## src/hw/rtl/drcp_pkg.sv

```systemverilog
`timescale 1ns / 1ps
// Shared types, constants and field helpers for the depth ROI centroid projector.
package drcp_pkg;

    localparam int DEF_MAX_WIDTH  = 4096;
    localparam int DEF_MAX_HEIGHT = 4096;

    localparam int COORD_W    = 12;
    localparam int DEPTH_W    = 16;
    localparam int MEAN_W     = 21;
    localparam int COUNT_W    = 25;
    localparam int CFG_IDX_W  = 3;
    localparam int CFG_DATA_W = 64;
    localparam int QUEUE_DEPTH = 4;

    // back-projected point and colour-frame point, both mm Q.8
    localparam int P_W = 40;
    localparam int C_W = 46;

    localparam int MEAN_OFF_X = 40;
    localparam int MEAN_OFF_Z = -20;

    localparam logic [CFG_IDX_W-1:0] REG_DEPTH_INTR = 3'd0;
    localparam logic [CFG_IDX_W-1:0] REG_COLOR_INTR = 3'd1;
    localparam logic [CFG_IDX_W-1:0] REG_ROT_X      = 3'd2;
    localparam logic [CFG_IDX_W-1:0] REG_ROT_Y      = 3'd3;
    localparam logic [CFG_IDX_W-1:0] REG_ROT_Z      = 3'd4;
    localparam logic [CFG_IDX_W-1:0] REG_TRANS      = 3'd5;
    localparam logic [CFG_IDX_W-1:0] REG_ROI        = 3'd6;
    localparam logic [CFG_IDX_W-1:0] REG_DLIMIT     = 3'd7;

    localparam logic [DEPTH_W-1:0] DLIMIT_RST = 16'd20000;

    typedef struct packed {
        logic [15:0]      fx_d;
        logic [15:0]      fy_d;
        logic [15:0]      cx_d;
        logic [15:0]      cy_d;
        logic [15:0]      fx_c;
        logic [15:0]      fy_c;
        logic [15:0]      cx_c;
        logic [15:0]      cy_c;
        logic [2:0][62:0] rot;
        logic [62:0]      trans;
        logic [15:0]      roi_x;
        logic [15:0]      roi_y;
        logic [15:0]      roi_w;
        logic [15:0]      roi_h;
        logic [15:0]      dlimit;
    } t_cfg;

    typedef struct packed {
        logic [COORD_W-1:0] u;
        logic [COORD_W-1:0] v;
        logic [DEPTH_W-1:0] depth;
        logic               last;
        logic               keep;
    } t_pix;

    function automatic logic signed [20:0] field21(input logic [62:0] w, input logic [1:0] k);
        logic signed [20:0] f;
        case (k)
            2'd0:    f = w[20:0];
            2'd1:    f = w[41:21];
            default: f = w[62:42];
        endcase
        return f;
    endfunction

endpackage

```

## src/hw/rtl/drcp_cfg.sv

```systemverilog
`timescale 1ns / 1ps
// Configuration register file.
module drcp_cfg import drcp_pkg::*; (
    input  logic                  i_clk,
    input  logic                  i_rst_n,
    input  logic                  i_cfg_valid,
    output logic                  o_cfg_ready,
    input  logic [CFG_IDX_W-1:0]  i_cfg_index,
    input  logic [CFG_DATA_W-1:0] i_cfg_data,
    output t_cfg                  o_cfg
);

    t_cfg r_cfg;

    assign o_cfg_ready = 1'b1;
    assign o_cfg       = r_cfg;

    always_ff @(posedge i_clk) begin
        if (!i_rst_n) begin
            r_cfg        <= '0;
            r_cfg.dlimit <= DLIMIT_RST;
        end else if (i_cfg_valid) begin
            unique case (i_cfg_index)
                REG_DEPTH_INTR: {r_cfg.cy_d, r_cfg.cx_d, r_cfg.fy_d, r_cfg.fx_d} <= i_cfg_data;
                REG_COLOR_INTR: {r_cfg.cy_c, r_cfg.cx_c, r_cfg.fy_c, r_cfg.fx_c} <= i_cfg_data;
                REG_ROT_X:      r_cfg.rot[0] <= i_cfg_data[62:0];
                REG_ROT_Y:      r_cfg.rot[1] <= i_cfg_data[62:0];
                REG_ROT_Z:      r_cfg.rot[2] <= i_cfg_data[62:0];
                REG_TRANS:      r_cfg.trans  <= i_cfg_data[62:0];
                REG_ROI:        {r_cfg.roi_h, r_cfg.roi_w, r_cfg.roi_y, r_cfg.roi_x} <= i_cfg_data;
                REG_DLIMIT:     r_cfg.dlimit <= i_cfg_data[15:0];
            endcase
        end
    end

endmodule

```

## config.mk

```make
export PLATFORM = sky130hd
export DESIGN_NAME = drcp_cfg
export DESIGN_NICKNAME = d
export VERILOG_FILES = /design/src/hw/rtl/drcp_pkg.sv /design/src/hw/rtl/drcp_cfg.sv
export SDC_FILE = /design/constraint.sdc
export NUM_CORES = 1
export LEC_CHECK = 0
export BUFFER_PORTS_ARGS = -buffer_cell sky130_fd_sc_hd__buf_2
export CELL_PAD_IN_SITES_DETAIL_PLACEMENT = 1
export CELL_PAD_IN_SITES_GLOBAL_PLACEMENT = 1
export CORE_ASPECT_RATIO = 1.25
export CORE_MARGIN = 4
export CORE_UTILIZATION = 42
export DETAILED_ROUTE_END_ITERATION = 12
export GPL_TIMING_DRIVEN = 0
export PLACE_DENSITY = 0.87
export SYNTH_ARGS = -nofsm -noshare
export SYNTH_HDL_FRONTEND = slang
export SYNTH_SLANG_ARGS = --single-unit
```

## constraint.sdc

```tcl
create_clock -name i_clk -period 1.7 [get_ports i_clk]
set_input_delay 0 -clock i_clk [delete_from_list [all_inputs] [get_ports i_clk]]
set_output_delay 0 -clock i_clk [all_outputs]
set_load 0.02 [all_outputs]
```

* After elaboration in Yosys (flattened, before gate mapping) *
Cells that the tools add are included.
W data, S select, Z words.

word-level totals
  output and inout bits = 461
  register bits = 460
  input bits = 70

cells by class
  reductions and logical operators = 9
  equal/unequal tests = 7

operator list
  kind                  number
  $reduce_and A2 Y1     8
  $eq A3 B3 Y1 const B  4
  $eq A3 B2 Y1 const B  2
  $eq A3 B1 Y1 const B  1
  $logic_not A3 Y1      1

* Depth between registers and ports, before layout *
Gate-level depths: netlist of run 1.

  word-level depth = 2
  gate-level depth with buffers = 5
  gate-level depth less buffers = 2

* Worst setup path after synthesis of run 1 *
Ideal clock, no wire load.

  path kind = input to register
  from = in i_cfg_index[0]
  to = reg r_cfg, in the netlist o_cfg[447]
  path slack = 0.836 ns
  required time = 1.627 ns
  data arrival time = 0.792 ns
  stages on the path = 4
  setup time = 0.073 ns
  path buffers = 2
  cell sequence = nor4b_4 > buf_12 > buf_12 > mux2i_1

between the ends
  longest elaborated chain between the ends = 2

ends and longest elaborated chain
  item                         line            RTL
  start: declaration           drcp_cfg.sv:8   input logic [CFG_IDX_W-1:0] i_cfg_index,
  $logic_not A3 Y1             drcp_cfg.sv:23  unique case (i_cfg_index)
  $reduce_and A2 Y1 (no line)  n/a
  end: declaration             drcp_cfg.sv:13  t_cfg r_cfg;

Every way passes these cells.
A chain may end at the register's enable or synchronous reset.

* Final worst setup path of run 1 *
  from = in i_cfg_index[1]
  to = reg r_cfg, in the netlist o_cfg[366]

between the ends
  longest elaborated chain between the ends = 2

ends and longest elaborated chain
  item                         line
  $eq A3 B1 Y1                 drcp_cfg.sv:23
  $reduce_and A2 Y1 (no line)  n/a

Every way passes these cells.

==> results of run 1 <==
[worst max-delay path by stage]
stage,slack (ps),start,cells after the start,to
6_report,340,i_cfg_index[1],6,o_cfg[366]
3_3_place_gp,130,i_rst_n,5,o_cfg[442]
2_1_floorplan,840,i_cfg_index[0],4,o_cfg[447]
5_1_grt,350,i_cfg_index[1],6,o_cfg[366]
4_1_cts,440,i_cfg_index[0],6,o_cfg[437]
3_5_place_dp,30,i_rst_n,5,o_cfg[205]
[cells in the mapped netlist]
cell | number | share of area
buf_12 | 7 | 0.0084
buf_1 | 1 | 0.00022
buf_2 | 15 | 0.0045
nor2b_1 | 10 | 0.0037
nand2_1 | 519 | 0.12
nand4b_1 | 3 | 0.0016
mux2i_1 | 460 | 0.27
nand4_1 | 1 | 0.00037
dfxtp_1 | 460 | 0.55
conb_1 | 1 | 0.00022
buf_6 | 36 | 0.024
nor4b_4 | 1 | 0.0014
nand4bb_1 | 3 | 0.0020
and4_2 | 1 | 0.00060
clkbuf_1 | 45 | 0.010
buf_4 | 7 | 0.0031
[where the power goes]
group / internal, mW / switching (mW)
sequential: 11.0 / 0.146
clock: 5.80 / 4.43
combinational: 0.633 / 1.34
[routing by layer]
metal,vias up,global-route usage,part of all wire
met2,661,0.573,0.51
met4,2,0.167,0.061
met3,203,0.0810,0.070
li1,6457,-,-
met1,7199,0.315,0.36
met5,-,0,0.00019
[placed cells by master, fill, tap and decap left out, types with 3 or more instances in the layout]
| cell | Yosys | layout |
|---|---|---|
| clkinv_2 | 0 | 8 |
| buf_12 | 7 | 7 |
| buf_2 | 15 | 543 |
| nand4b_1 | 3 | 3 |
| clkbuf_8 | 0 | 5 |
| bufinv_16 | 0 | 3 |
| nand2_1 | 519 | 519 |
| buf_6 | 36 | 36 |
| clkbuf_1 | 45 | 59 |
| buf_4 | 7 | 7 |
| mux2i_1 | 460 | 460 |
| clkinvlp_4 | 0 | 3 |
| dfxtp_1 | 460 | 460 |
| clkbuf_16 | 0 | 47 |
| dlygate4sd3_1 | 0 | 54 |
| nor2b_1 | 10 | 10 |
| nand4bb_1 | 3 | 3 |
[repair_timing]
item,CTS,global route
hold buffers,54,0
endpoints found under the hold margin,315,0
setup buffers,0,0
[final cells by class]
cell class | instances | area, um2
Fill cell | 4429 | 17300
Sequential cell | 460 | 9210
Multi-Input combinational cell | 999 | 6720
Timing Repair Buffer | 582 | 3180
Clock buffer | 66 | 1300
Buffer | 111 | 846
Tap cell | 498 | 623
Clock inverter | 18 | 188
[worst max-delay path, stage by stage]
cell	delay (ps)
dlygate4sd3_1	540
buf_2	200
nand4bb_1	160
buf_4	290
buf_6	260
mux2i_1	340
[logic make-up (layout without fill, tap and decap cells)]
family | count (synthesis) | after routing
other | 1 | 1
flip-flops | 460 | 460
buffers and inverters | 111 | 777
AND/OR/NAND/NOR | 538 | 538
multiplexers | 460 | 460
[per-stage QoR]
step / total power [mW] / hold WS [ps]
2_1_floorplan: 12.4 / 166
3_3_place_gp: 13.2 / 275
3_5_place_dp: 13.2 / 286
4_1_cts: 23.4 / 1.02
5_1_grt: 24.0 / 20.3
6_report: 23.4 / -26.2
==> impl_metrics.env, run 1 <==
export IMPL_cap_violations=0
export IMPL_avgViaCountPerCell=5.31
export IMPL_fp_dieW_um=187
export IMPL_drive_gt1_frac=0.297
export IMPL_p_leak_nw=12.3
export IMPL_area_delta_synth_final_pct=31.5
export IMPL_clk_root_buffer_cell="clkbuf_16"
export IMPL_place_area_mm2=0.0200
export IMPL_setup_viol=0
export IMPL_clk_latency_ps=540
export IMPL_finalNetCount=2270
export IMPL_r2r_worst_path_cells=2
export IMPL_tritoncts="done"
export IMPL_hold_path_class="in2reg"
export IMPL_critPathKind="in2reg"
export IMPL_critPathMaxFanout=10
export IMPL_io_buffers=528
export IMPL_clock_sinks=460
export IMPL_fin_crit_ps=1360
export IMPL_die_area_mm2=0.0432
export IMPL_core_area_mm2=0.0393
export IMPL_finalWirelength_mm=69.8
export IMPL_num_io_pins=531
export IMPL_seq_area_frac_synth=0.549
export IMPL_rows=81
export IMPL_fin_ws_ps=342
export IMPL_start_kind="primary input"
export IMPL_drt_iter0_markers=537
export IMPL_post_route_util=0.561
export IMPL_synth_cells=1570
export IMPL_yosys_area_share_xor_xnor=0
export IMPL_cts_resized=0
export IMPL_tightest_slew_ps=994
export IMPL_grt_overflow=0
export IMPL_drv_slew=0
export IMPL_regToRegEndpoint="o_cfg[366]"
export IMPL_crit_arrival_ps=1800
export IMPL_ant_nets=0
export IMPL_numCtsBuffers=46
export IMPL_pre_cts_slack_ps=33.3
export IMPL_violations="hold timing"
export IMPL_drcViolationCount=0
export IMPL_syn_area_mm2=0.0168
export IMPL_ys_warn_count=0
export IMPL_status="finished, violations left"
export IMPL_required_ps=2140
export IMPL_grt_pass1_vias=16000
export IMPL_synth_top_family_by_area="multiplexers"
export IMPL_track_usage=0.308
export IMPL_power_density_mw_per_mm2=1060
export IMPL_grt_max_degree=16
export IMPL_hold_viol_final=5
export IMPL_routabilityCongestion=0.865
export IMPL_synth_compound_gate_area_share=0
export IMPL_r2r_setup_slack_ps=840
export IMPL_cts_max_level=2
export IMPL_period_share=0.799
export IMPL_wl_per_cell_um=25.5
export IMPL_start_util=0.427
export IMPL_worstSetupEndpointType="register"
export IMPL_final_cells=2734
export IMPL_synth_seq_cells=460
export IMPL_synth_cell_types=16
export IMPL_die_height_um=231
export IMPL_holdPathStages=3
export IMPL_clk_pin_slew_ps=70
export IMPL_dp_cells=2596
export IMPL_rsz0062_at_grt="no"
export IMPL_hold_ws_ps=-26.2
export IMPL_slew_headroom=0.337
export IMPL_design_area_mm2=0.0221
export IMPL_drt_pass1_iterations=7
export IMPL_largest_reg_flops=460
export IMPL_dp_final_hpwl_mm=49.9
export IMPL_timing_setup_tns_ps=0
export IMPL_timing_rr_start="o_cfg[366]"
export IMPL_synthMuxAreaShare=0.275
export IMPL_antenna_found_initial=1
export IMPL_vias=14500
export IMPL_synth_nets=1640
export IMPL_finalClockSkew_ps=0
export IMPL_synth_fa_ha_area_frac=0
export IMPL_clockBufferDepth=3
export IMPL_yosys_area_share_simple=0.126
export IMPL_ir_drop_mv=0.702
export IMPL_hp_start="i_cfg_data[31]"
export IMPL_grt_pass1_wl_mm=102
export IMPL_worstHoldEndpoint="o_cfg[300]"
export IMPL_avgSynthCellArea_um2=10.7
export IMPL_num_antenna_cells=0
export IMPL_fmax_mhz=736
Note: power is estimated with default switching activity, not from simulation.
==> run 2, diff against run 1 <==
--- a/config.mk
+++ b/config.mk
@@ -10,10 +10,10 @@
 export CELL_PAD_IN_SITES_GLOBAL_PLACEMENT = 1
 export CORE_ASPECT_RATIO = 1.25
 export CORE_MARGIN = 4
-export CORE_UTILIZATION = 42
+export CORE_UTILIZATION = 39
 export DETAILED_ROUTE_END_ITERATION = 12
 export GPL_TIMING_DRIVEN = 0
-export PLACE_DENSITY = 0.87
+export PLACE_DENSITY = 0.82
 export SYNTH_ARGS = -nofsm -noshare
 export SYNTH_HDL_FRONTEND = slang
 export SYNTH_SLANG_ARGS = --single-unit
==> constraint.sdc (replaced) <==
create_clock -name i_clk -period 1.3 [get_ports i_clk]
set_input_delay 0 -clock i_clk [delete_from_list [all_inputs] [get_ports i_clk]]
set_output_delay 0 -clock i_clk [all_outputs]
set_load 0.02 [all_outputs]
==> impl_metrics.env, run 2 (synthesis gave the netlist of run 1 again) <==
export IMPL_final_common_cell="buf_2"
export IMPL_hold_path_class="in2reg"
export IMPL_numCtsBuffers=45
export IMPL_worstPathCellList="buf_2"
export IMPL_dp_cells=2657
export IMPL_antenna_found_initial=2
export IMPL_core_area_mm2=0.0423
export IMPL_final_cells=2790
export IMPL_grt_overflow=0
export IMPL_area_delta_synth_final_pct=31.8
export IMPL_clk_latency_ps=550
export IMPL_crit_arrival_ps=1190
export IMPL_grt_max_degree=15
export IMPL_clk_root_buffer_cell="clkbuf_16"
export IMPL_critPathKind="reg2out"
export IMPL_drt_pass1_iterations=7
export IMPL_fmax_mhz=838
export IMPL_crit_slowest_cell="dfxtp_1"
export IMPL_start_kind="register"
export IMPL_track_usage=0.281
export IMPL_r2r_setup_slack_ps=450
export IMPL_start_util=0.397
export IMPL_period_share=0.918
export IMPL_wl_per_cell_um=24.6
export IMPL_ir_drop_mv=0.989
export IMPL_violations="hold timing"
export IMPL_tightest_slew_ps=859
export IMPL_rows=84
export IMPL_cts_max_level=2
export IMPL_finalClockSkew_ps=0
export IMPL_drcViolationCount=0
export IMPL_worstSetupEndpointType="primary output"
export IMPL_status="finished, violations left"
export IMPL_io_buffers=528
export IMPL_clock_sinks=460
export IMPL_vias=14300
export IMPL_final_cell_mix="buf_2, nand2_1, mux2i_1, dfxtp_1, clkbuf_1"
export IMPL_grt_pass1_wl_mm=100
export IMPL_critPathMaxFanout=2
export IMPL_die_area_mm2=0.0464
export IMPL_fp_dieW_um=193
export IMPL_drive_gt1_frac=0.297
export IMPL_clk_pin_slew_ps=70
export IMPL_fin_crit_ps=1190
export IMPL_cp_slowest_stage_delay_ps=440
export IMPL_post_cts_buffers=0
export IMPL_tritoncts="done"
export IMPL_largest_reg_flops=460
export IMPL_routabilityCongestion=0.836
export IMPL_num_io_pins=531
export IMPL_crit_buf_inv=1
export IMPL_required_ps=1300
export IMPL_cap_violations=0
export IMPL_die_height_um=240
export IMPL_timing_setup_tns_ps=0
export IMPL_rsz0062_at_grt="no"
export IMPL_slew_headroom=0.427
export IMPL_crit_family="flip-flops"
export IMPL_hold_ws_ps=-8.04
export IMPL_finalWirelength_mm=68.5
export IMPL_fin_ws_ps=106
export IMPL_avgViaCountPerCell=5.11
export IMPL_clockBufferDepth=3
export IMPL_pre_cts_slack_ps=-405
export IMPL_ant_nets=0
export IMPL_grt_pass1_vias=15500
export IMPL_setup_viol=0
export IMPL_dp_final_hpwl_mm=49.9
export IMPL_fillerInstances=4810
export IMPL_drt_iter0_markers=493
export IMPL_post_route_util=0.523
export IMPL_p_leak_nw=12.2
export IMPL_hold_viol_final=2
export IMPL_finalNetCount=2266
export IMPL_drv_slew=0
export IMPL_power_density_mw_per_mm2=1380
==> run 2: metrics by stage <==
step,total power [mW],instance area (um2),hold slack [ps]
6_report,30.4,22100,-8.04
5_1_grt,31.3,22100,13.9
4_1_cts,30.5,22100,1.31
3_5_place_dp,17.3,20100,295
3_3_place_gp,17.3,20100,283
2_1_floorplan,16.2,16800,166
==> run 2: final cells by class <==
cell class,instances,area (um2),area share
multi-input combinational,999,6720,0.304
tap,559,699,0.0316
clock buffer,67,1310,0.0592
timing repair buffer,579,3150,0.143
sequential,460,9210,0.417
buffer,111,846,0.0383
clock inverter,13,160,0.00725
antenna,2,5.00,0.000226
==> run 2: per-layer routing <==
layer  track usage  up-vias  wire length, um
met4         0.121        0             3350
li1              -     6446                -
met5             0        -                0
met2         0.527      552            35500
met3        0.0687      161             4330
met1         0.300     7096            25400
==> run 2: worst register-to-register path, cell delays in order (launching register included) <==
cell and delay [ps]:
dfxtp_1 390, nand2_1 100, mux2i_1 260
==> run 2: report_power, final <==
part	switching, mW	internal (mW)
combinational	1.74	0.822
clock	5.67	7.58
sequential	0.181	14.4
total	7.59	22.8
==> run 2: path summary, 6_finish.rpt <==
check	startpoint	to	cells after the start
min reg2reg	o_cfg[293]	o_cfg[293]	2
min	i_cfg_data[23]	o_cfg[371]	3
max reg2reg	o_cfg[262]	o_cfg[262]	2
max	o_cfg[410]	o_cfg[410]	1
==> run 2: timing repair <==
| action | in CTS | in global routing |
|---|---|---|
| hold buffers | 51 | 0 |
| gates resized for setup | 0 | 0 |
| hold endpoints to repair | 309 | 0 |
