[config.mk]
export PLATFORM = sky130hd
export DESIGN_NAME = drcp_front
export DESIGN_NICKNAME = d
export VERILOG_FILES = /design/src/hw/rtl/drcp_pkg.sv /design/src/hw/rtl/drcp_front.sv
export SDC_FILE = /design/constraint.sdc
export NUM_CORES = 1
export LEC_CHECK = 0
export BUFFER_PORTS_ARGS = -buffer_cell sky130_fd_sc_hd__buf_2
export CELL_PAD_IN_SITES_DETAIL_PLACEMENT = 1
export CELL_PAD_IN_SITES_GLOBAL_PLACEMENT = 2
export CORE_AREA = 2 2 212 214
export CTS_CLUSTER_DIAMETER = 40
export DETAILED_ROUTE_END_ITERATION = 8
export DIE_AREA = 0 0 214 216
export GPL_TIMING_DRIVEN = 0
export PLACE_DENSITY_LB_ADDON = 0.1
export SYNTH_ARGS = -nofsm -noshare
export SYNTH_HDL_FRONTEND = slang
export SYNTH_SLANG_ARGS = --single-unit
[constraint.sdc]
create_clock -name i_clk -period 6 [get_ports i_clk]
set_input_delay 0.9 -clock i_clk [delete_from_list [all_inputs] [get_ports i_clk]]
set_output_delay 0.9 -clock i_clk [all_outputs]
set_load 0.02 [all_outputs]
[src/hw/rtl/drcp_pkg.sv]
`timescale 1ns / 1ps
// Shared types, constants and field helpers for the depth ROI centroid projector.
package drcp_pkg;

    localparam int DEF_MAX_WIDTH  = 4096;
    localparam int DEF_MAX_HEIGHT = 4096;

    localparam int COORD_W    = 12;
    localparam int DEPTH_W    = 16;
    localparam int MEAN_W     = 21;
    localparam int COUNT_W    = 25;
    localparam int CFG_IDX_W  = 3;
    localparam int CFG_DATA_W = 64;
    localparam int QUEUE_DEPTH = 4;

    // back-projected point and colour-frame point, both mm Q.8
    localparam int P_W = 40;
    localparam int C_W = 46;

    localparam int MEAN_OFF_X = 40;
    localparam int MEAN_OFF_Z = -20;

    localparam logic [CFG_IDX_W-1:0] REG_DEPTH_INTR = 3'd0;
    localparam logic [CFG_IDX_W-1:0] REG_COLOR_INTR = 3'd1;
    localparam logic [CFG_IDX_W-1:0] REG_ROT_X      = 3'd2;
    localparam logic [CFG_IDX_W-1:0] REG_ROT_Y      = 3'd3;
    localparam logic [CFG_IDX_W-1:0] REG_ROT_Z      = 3'd4;
    localparam logic [CFG_IDX_W-1:0] REG_TRANS      = 3'd5;
    localparam logic [CFG_IDX_W-1:0] REG_ROI        = 3'd6;
    localparam logic [CFG_IDX_W-1:0] REG_DLIMIT     = 3'd7;

    localparam logic [DEPTH_W-1:0] DLIMIT_RST = 16'd20000;

    typedef struct packed {
        logic [15:0]      fx_d;
        logic [15:0]      fy_d;
        logic [15:0]      cx_d;
        logic [15:0]      cy_d;
        logic [15:0]      fx_c;
        logic [15:0]      fy_c;
        logic [15:0]      cx_c;
        logic [15:0]      cy_c;
        logic [2:0][62:0] rot;
        logic [62:0]      trans;
        logic [15:0]      roi_x;
        logic [15:0]      roi_y;
        logic [15:0]      roi_w;
        logic [15:0]      roi_h;
        logic [15:0]      dlimit;
    } t_cfg;

    typedef struct packed {
        logic [COORD_W-1:0] u;
        logic [COORD_W-1:0] v;
        logic [DEPTH_W-1:0] depth;
        logic               last;
        logic               keep;
    } t_pix;

    function automatic logic signed [20:0] field21(input logic [62:0] w, input logic [1:0] k);
        logic signed [20:0] f;
        case (k)
            2'd0:    f = w[20:0];
            2'd1:    f = w[41:21];
            default: f = w[62:42];
        endcase
        return f;
    endfunction

endpackage

[src/hw/rtl/drcp_front.sv]
`timescale 1ns / 1ps
// Front end: takes pixel words, screens them and queues them for the back end.
module drcp_front import drcp_pkg::*; #(
    parameter int MAX_WIDTH  = DEF_MAX_WIDTH,
    parameter int MAX_HEIGHT = DEF_MAX_HEIGHT
) (
    input  logic               i_clk,
    input  logic               i_rst_n,
    input  t_cfg               i_cfg,
    input  logic               i_in_valid,
    output logic               o_in_ready,
    input  logic [COORD_W-1:0] i_column,
    input  logic [COORD_W-1:0] i_row,
    input  logic [DEPTH_W-1:0] i_depth_mm,
    input  logic               i_last_pixel,
    output logic               o_q_valid,
    output t_pix               o_q_item,
    input  logic               i_q_pop
);

    localparam int QA_W = $clog2(QUEUE_DEPTH);

    t_pix              r_q [QUEUE_DEPTH];
    logic [QA_W-1:0]   r_wr;
    logic [QA_W-1:0]   r_rd;
    logic [QA_W:0]     r_fill;
    logic              push;
    logic              pop;
    t_pix              pix;

    assign o_in_ready = (r_fill != (QA_W+1)'(QUEUE_DEPTH));
    assign o_q_valid  = (r_fill != '0);
    assign o_q_item   = r_q[r_rd];
    assign push       = i_in_valid && o_in_ready;
    assign pop        = i_q_pop && o_q_valid;

    always_comb begin
        pix.u     = i_column;
        pix.v     = i_row;
        pix.depth = i_depth_mm;
        pix.last  = i_last_pixel;
        pix.keep  = (i_depth_mm != '0) && (i_depth_mm < i_cfg.dlimit)
                 && (i_cfg.fx_d != '0) && (i_cfg.fy_d != '0)
                 && (32'(i_column) < 32'(MAX_WIDTH)) && (32'(i_row) < 32'(MAX_HEIGHT));
    end

    always_ff @(posedge i_clk) begin
        if (push) begin
            r_q[r_wr] <= pix;
        end
    end

    always_ff @(posedge i_clk) begin
        if (!i_rst_n) begin
            r_wr   <= '0;
            r_rd   <= '0;
            r_fill <= '0;
        end else begin
            if (push) begin
                r_wr <= r_wr + QA_W'(1);
            end
            if (pop) begin
                r_rd <= r_rd + QA_W'(1);
            end
            if (push && !pop) begin
                r_fill <= r_fill + (QA_W+1)'(1);
            end else if (pop && !push) begin
                r_fill <= r_fill - (QA_W+1)'(1);
            end
        end
    end

endmodule

Word-level counts from Yosys, hierarchy flattened
Memories as Yosys holds them, arrays and structs flattened. A register that Yosys moved wholly into a read port is not among the register bits.
Cells that the tools add are included.
W data, S select, Z words.
Cells by class
  mux-type cells: 6
  eq/ne operators: 1
  reduce and logical (&&, ||, !) cells: 14
  order comparisons: 1
  add/subtract/negate cells: 4
Operators by type and width (count)
  $reduce_bool A16 Y1: 3
  $lt A16 B16 Y1: 1
  $logic_and A1 B1 Y1: 7
  $mux W3: 2
  $add A2 B1 Y2 const B: 2
  $mux W2: 2
  $add A3 B1 Y3 const B: 1
  $ne A3 B3 Y1 const B: 1
  $reduce_bool A3 Y1: 1
  $sub A3 B1 Y3 const B: 1
  $logic_not A1 Y1: 2
  $mux W1: 2
  $reduce_bool A2 Y1: 1
Word-level totals
  RAM bits: 168
  input port bits: 505
  output and inout bits: 44
  bits in registers: 7
  memories: 1
Memories
  r_q: depth 4, bits a word 42, read ports 1, clocked after Yosys merged registers in 1, wr ports 1, RTL line drcp_front.sv:23  | t_pix r_q [QUEUE_DEPTH];

Depth between registers and ports, before layout
Gate-level depths: netlist of the first run.
  depth in word-level cells: 6
  gate-level depth with buffers: 10

Least setup slack after synthesis of the first run
No wires, ideal clock.
  kind: in2reg
  from: input port i_in_valid
  to: memory r_q[0][0] (netlist name) (enable)
  arrival: 1.959 ns
  setup time: 0.404 ns
  buffers on the path: 0
  required time: 5.596 ns
  stages: 1
  path slack: 3.637 ns
  cells stage by stage: and3_1
Between the ends
  cells in the longest elaborated chain, start to end: 3
RTL lines
  start: declaration: RTL line drcp_front.sv:10  | input logic i_in_valid,
  $logic_and A1 B1 Y1: RTL line drcp_front.sv:34  | assign push = i_in_valid && o_in_ready;
  $mux W1: RTL line drcp_front.sv:48  | if (push) begin
  $mux W1 (implied by the code): RTL line drcp_front.sv:49  | r_q[r_wr] <= pix;
  end: declaration: RTL line drcp_front.sv:23
No other way between the ends.

==> impl_results.md, run 1 <==
- Mean Syn Cell Area: 21.0 um2
- CP Buf/Inv Count: 3
- Max Slew Vio Count: 0
- Seq/Total Area, Yosys: 74.5%
- Ys Warns: 0
- Syn Nets: 860
- #FFs+latches synth: 177
- Synth-to-Final Area Change: 29.4%
- Layout net count: 1015
- Worst IR Drop VDD: 141 uV
- Synthesized cell area: 7010 um2
- Startpoint Class: flop
- CP delay by family, top: buffers and inverters
- FILL cells: 4754
- Cells on Worst Hold Path: 2
- Fmax: 0.342 GHz
- Clock Sinks: 177
- Final hold vios: 0
- TritonCTS clock tree: built
- Die W: 214 um
- WL/cell: 18.0 um
- DRT Wirelength: 19.7 mm
- Core Area: 43800 um2
- Synth Instances: 334
- Least-Margin Pin Slew: 0.797 ns
- Area of the multi-input gates: 1650 um2
- Clk slew on worst S/H paths: 0.07 ns
- Critical Path Fanout Max: 10
- Sequential power share: 41.4%
- Die area: 46200 um2
- RSZ-0062 raised after global routing: no
- Final period util: 48.8%
- Via density per instance: 3.42
- Register Area: 5230 um2
- Switch Pwr: 1.18 mW
- Final setup margin: 3.07 ns
- Global route total overflow: 0
- DRC: 0
- Cell Rows: 77
- Share of cells above drive strength 1: 44.8%
- Int Power: 2.57 mW
- Antenna viol nets, final: 0
- Max-cap violation count: 0
- Initial antenna violation count: 4
- Combinational share of power: 27.4%
- Critical path data required time: 5.10 ns
- WS Path Type: flop to output port
- Crit path time final: 2.93 ns
- Vias: 3741
- Worst path depth: 4
- Count of cell types in the netlist: 33
- Sw Share: 31.5%
- CTS Buf Count: 17
- Outcome: complete, no violations
- Setup tns final: 0 ns
- Reg2Reg Depth: 10
- Iter 0 DRT Violations: 127
- Worst Path Arrival: 2.03 ns
- Most used DFF post-synth: edfxtp_1
- Critical Path End Type: output port
- Largest net degree at the start of global routing: 43
- Pwr/cell area: 413 nW/um2
- Hold buffer count at CTS: 0
- Worst path most repeated cell: buf_2
- Clock Path Buffers: 2
- Hpwl dp: 13.6 mm
- Clock skew: 0.0136 ns
- Slew HR: 46.8%
- Dpl ws: 3.18 ns
- CTS Root Cell: clkbuf_16
- Post-synth EDFFs: 168
- Cell Chain, Critical Path: buf_1 -> buf_2 -> mux4_2 -> buf_2
- First-pass GRT wire length: 28.9 mm
- Starting Density: 16.0%
- TritonRoute pass-1 iters: 5
- I/O pin cnt: 549
- CP max stage delay: 0.40 ns
- Ys async rst share: 0%
- GR Util All Layers: 8.86%
- Clock power share: 31.2%
- Port bufs: 136
- Hold slack: 0.514 ns
- Placer Congestion: 0.674
- Clock H-tree levels: 4
- Post-layout util: 20.7%
- Vias in the first global route: 4280
- Die height: 216 um
- Setup Fix Bufs, Post-CTS: 0
- Worst-Skew Late Latency: 0.44 ns
- Lkg Pwr: 3.10 nW
- Critical path's slowest cell: mux4_2
- Final setup fails: 0
- Worst hold path type: flop to flop
- Post-CTS sizing: 0
## power by group through the flow
stage / clock, mW / sequential, mW / combinational [mW]
after floorplan: 0 / 1.57 / 0.671
after global placement: 0 / 1.58 / 1.07
after detailed placement: 0 / 1.58 / 1.08
after CTS: 1.21 / 1.55 / 1.09
after global routing: 1.26 / 1.56 / 1.13
final: 1.17 / 1.55 / 1.03
## cell usage after synthesis, drive strengths merged (2+ instances only)
library cell	instances	area share, %
nand3	4	0.29
nor2b	2	0.18
a21oi	5	0.36
mux4	42	13
o21ai	3	0.21
and3	4	0.36
and2	6	0.54
xnor2	4	0.50
nor2	2	0.11
nand4	6	0.54
dfxtp	9	2.6
nor4	13	1.2
mux2i	2	0.29
inv	19	1.0
or3	2	0.25
ha	20	3.6
nand2	3	0.20
buf	11	1.2
edfxtp	168	72
## registers in the layout, summed over array words and instances, names as in the netlist, named ones only
| signal | count |
|---|---|
| r_wr | 2 |
| r_fill | 3 |
| r_q | 168 |
| r_rd | 2 |
## logic make-up after synthesis
family | Yosys count | share of synthesized area [%]
buffers and inverters | 30 | 2.27
DFF | 177 | 74.5
and+or+nand+nor | 43 | 3.69
adders and majority gates | 21 | 3.86
muxes | 44 | 13.8
AOI/OAI and AO/OA | 14 | 1.25
xor gates and xnor gates | 5 | 0.625
## cell usage in the layout, fill, tap and decap left out, drive strengths merged, types with 2 or more instances in the layout
cell type	count
edfxtp	168
clkbuf	19
dfxtp	9
and3	4
nor2b	2
a21oi	5
mux4	42
mux2i	2
xnor2	4
inv	26
o21ai	3
buf	147
and2	6
nor4	13
nand2	3
clkinvlp	2
clkinv	2
or3	2
nand4	6
nor2	2
ha	20
bufinv	2
nand3	4
## per-stage QoR
step	power [mW]	area, um2	cells
after floorplan	2.24	7010	334
after global placement	2.66	8430	1062
after detailed placement	2.66	8450	1062
after CTS	3.85	9070	1094
after global routing	3.95	9070	1094
final	3.75	9070	1095
## final cells by class
cell class              instances  share of cell area, %
diodes                          1                 0.0276
well taps                     592                   8.17
repair buffers                136                   7.51
flip-flops and latches        177                   57.6
plain buffers                  11                  0.966
multi-input cells             127                   18.2
inverters                      19                  0.786
clock inverters                13                   1.89
clock buffers                  19                   4.88
## worst min-delay path, stage by stage (launching register included)
cell and delay [ns]:
dfxtp_1 0.33, o21ai_0 0.07, a21boi_0 0.07
## worst paths after layout
check / startpoint / endpoint / slack (ns)
worst max-delay path: flop / o_q_item[2] / 3.07
worst min-delay path: r_fill[2] / r_fill[2] / 0.51
worst max register to register: r_fill[0] / r_fill[2] / 3.72
worst min register to register: r_fill[2] / r_fill[2] / 0.51
## layer usage
| metal | up-vias | wire length (um) | global-route usage, % |
|---|---|---|---|
| met5 | - | 13 | 0 |
| met4 | 2 | 247 | 2.73 |
| met3 | 21 | 1070 | 2.93 |
| met2 | 101 | 10300 | 15.6 |
| met1 | 1931 | 8030 | 10.2 |
| li1 | 1686 | - | - |
Note: power is estimated with default switching activity, not from simulation.
==> inputs of run 2 (changes only) <==
--- a/config.mk
+++ b/config.mk
@@ -8,10 +8,10 @@
 export BUFFER_PORTS_ARGS = -buffer_cell sky130_fd_sc_hd__buf_2
 export CELL_PAD_IN_SITES_DETAIL_PLACEMENT = 1
 export CELL_PAD_IN_SITES_GLOBAL_PLACEMENT = 2
-export CORE_AREA = 2 2 212 214
+export CORE_AREA = 2 2 210 212
 export CTS_CLUSTER_DIAMETER = 40
 export DETAILED_ROUTE_END_ITERATION = 8
-export DIE_AREA = 0 0 214 216
+export DIE_AREA = 0 0 212 214
 export GPL_TIMING_DRIVEN = 0
 export PLACE_DENSITY_LB_ADDON = 0.1
 export SYNTH_ARGS = -nofsm -noshare
==> constraint.sdc (replaced) <==
create_clock -name i_clk -period 2.6 [get_ports i_clk]
set_input_delay 0.39 -clock i_clk [delete_from_list [all_inputs] [get_ports i_clk]]
set_output_delay 0.39 -clock i_clk [all_outputs]
set_load 0.02 [all_outputs]
==> run 2 against run 1 <==
  * First-iteration DRC count is 34% higher
  * Combinational power is 130% higher
  * Total power is 130% higher
  * Hold slack worse by 0.35 ns
  * Non-clock buffer count stayed put
  * Largest power group unchanged
  * Critical path depth stayed put
  * Global-route usage is 0.33 points higher
  * Setup slack worse by 2.9 ns
==> impl_results.md, run 2 (synthesis results as in run 1) <==
- Placer Congestion: 0.677
- Clock Path Buffers: 2
- Hpwl dp: 14.0 mm
- Die height: 214 um
- DRC: 0
- Iter 0 DRT Violations: 170
- Placed Cells: 1055
- Critical path data required time: 2.21 ns
- Die area: 45400 um2
- Int Power: 5.88 mW
- Starting Density: 16.3%
- Pwr/cell area: 948 nW/um2
- Clk slew on worst S/H paths: 0.08 ns
- Fmax: 0.407 GHz
- Final period util: 94.4%
- Max reg flops: 168
- Worst-Skew Late Latency: 0.44 ns
- Initial antenna violation count: 5
- Global route total overflow: 0
- Vias in the first global route: 4308
- Largest net degree at the start of global routing: 43
- Sequential power share: 41.9%
- Commonest non-fill, non-tap cell in the layout: edfxtp_1
- Startpoint Class: flop
- Biggest registers after layout: r_q: 168 flops, r_fill: 3 flops
- Final hold vios: 0
- Sw Share: 31.3%
- Worst Path Arrival: 2.06 ns
- Die W: 212 um
- Least-Margin Pin Slew: 0.863 ns
- Antenna viol nets, final: 0
- Max Slew Vio Count: 0
- Slew HR: 41.9%
- Worst hold path type: primary input to flop
- Slack of the worst reg-to-reg path: 0.34 ns
- Core Area: 42900 um2
- I/O pin cnt: 549
- WL/cell: 18.3 um
- Layout net count: 1015
- WS Path Type: flop to output port
- DRT Wirelength: 19.9 mm
- Final setup fails: 0
- Lkg Pwr: 3.09 nW
- TritonRoute pass-1 iters: 6
- Clock power share: 30.1%
- CTS Buf Count: 17
- Critical Path Fanout Max: 10
- Clock H-tree levels: 4
- RSZ-0062 raised after global routing: no
- Setup Fix Bufs, Post-CTS: 0
- Worst IR Drop VDD: 451 uV
- Share of cells above drive strength 1: 44.3%
- Synth-to-Final Area Change: 28.8%
- CTS Root Cell: clkbuf_16
- Cell Rows: 76
- Clock skew: 0.0118 ns
- Post-Layout Cell Count: 1087
- Port bufs: 136
- First-pass GRT wire length: 29.3 mm
- Outcome: complete, no violations
- Max-cap violation count: 0
- Via density per instance: 3.45
- Reg with most FFs: r_q
- Vias: 3749
- Most frequent cells in the layout: 168 x edfxtp_1, 140 x buf_2, 42 x mux4_2
- Combinational share of power: 28.0%
- Clock Sinks: 177
- TritonCTS clock tree: built
- Switch Pwr: 2.68 mW
- Critical Path End Type: output port
- Post-CTS sizing: 0
- GR Util All Layers: 9.19%
- Crit path time final: 2.45 ns
- Hold buffer count at CTS: 0
- Hold slack: 0.160 ns
[run 2: stage by stage]
stage	total power [mW]	worst slack, ns	TNS (ns)	util (%)	cell area (um2)
6_report	8.55	0.146	0	21.0	9030
2_1_floorplan	5.17	0.416	0	-	7010
4_1_cts	8.78	0.0329	0	21.0	9020
3_3_place_gp	6.14	-0.808	-132.66	19.6	8420
3_5_place_dp	6.16	0.277	0	19.7	8440
5_1_grt	9.03	0.0128	0	21.0	9020
[run 2: layer usage]
metal	up-vias	part of all wire, %	GRT usage [%]
li1	1686	-	-
met1	1933	41	10.5
met2	109	53	16.2
met3	19	4.8	2.71
met4	2	1.5	3.17
met5	-	0.065	0
[run 2: area by class of cell]
class                           instances  area, um2
Inverter                               19       71.3
Multi-Input combinational cell        127       1650
Fill cell                            4691      33900
Clock buffer                           19        433
Timing Repair Buffer                  136        681
Antenna cell                            1       2.50
Sequential cell                       177       5230
Clock inverter                         12        148
Tap cell                              585        732
Buffer                                 11       87.6
[run 2: path summary, 6_finish.rpt]
path                 from          end  cells past startpoint
min reg2reg     r_fill[2]    r_fill[2]                      2
max                  flop  o_q_item[2]                      4
min          i_column[10]   r_q[1][40]                      1
max reg2reg     r_fill[0]    r_fill[2]                     10
[run 2: power groups by stage]
stage	logic [mW]	clock network, mW	registers [mW]
after global routing	2.64	2.78	3.61
after CTS	2.52	2.67	3.59
final	2.39	2.58	3.58
after detailed placement	2.51	0	3.65
after floorplan	1.55	0	3.62
after global placement	2.48	0	3.66
[run 2: critical path, stage by stage, from the launching register on]
cell	delay [ns]
dfxtp_1	0.31
buf_1	0.33
buf_2	0.41
mux4_2	0.39
buf_2	0.18
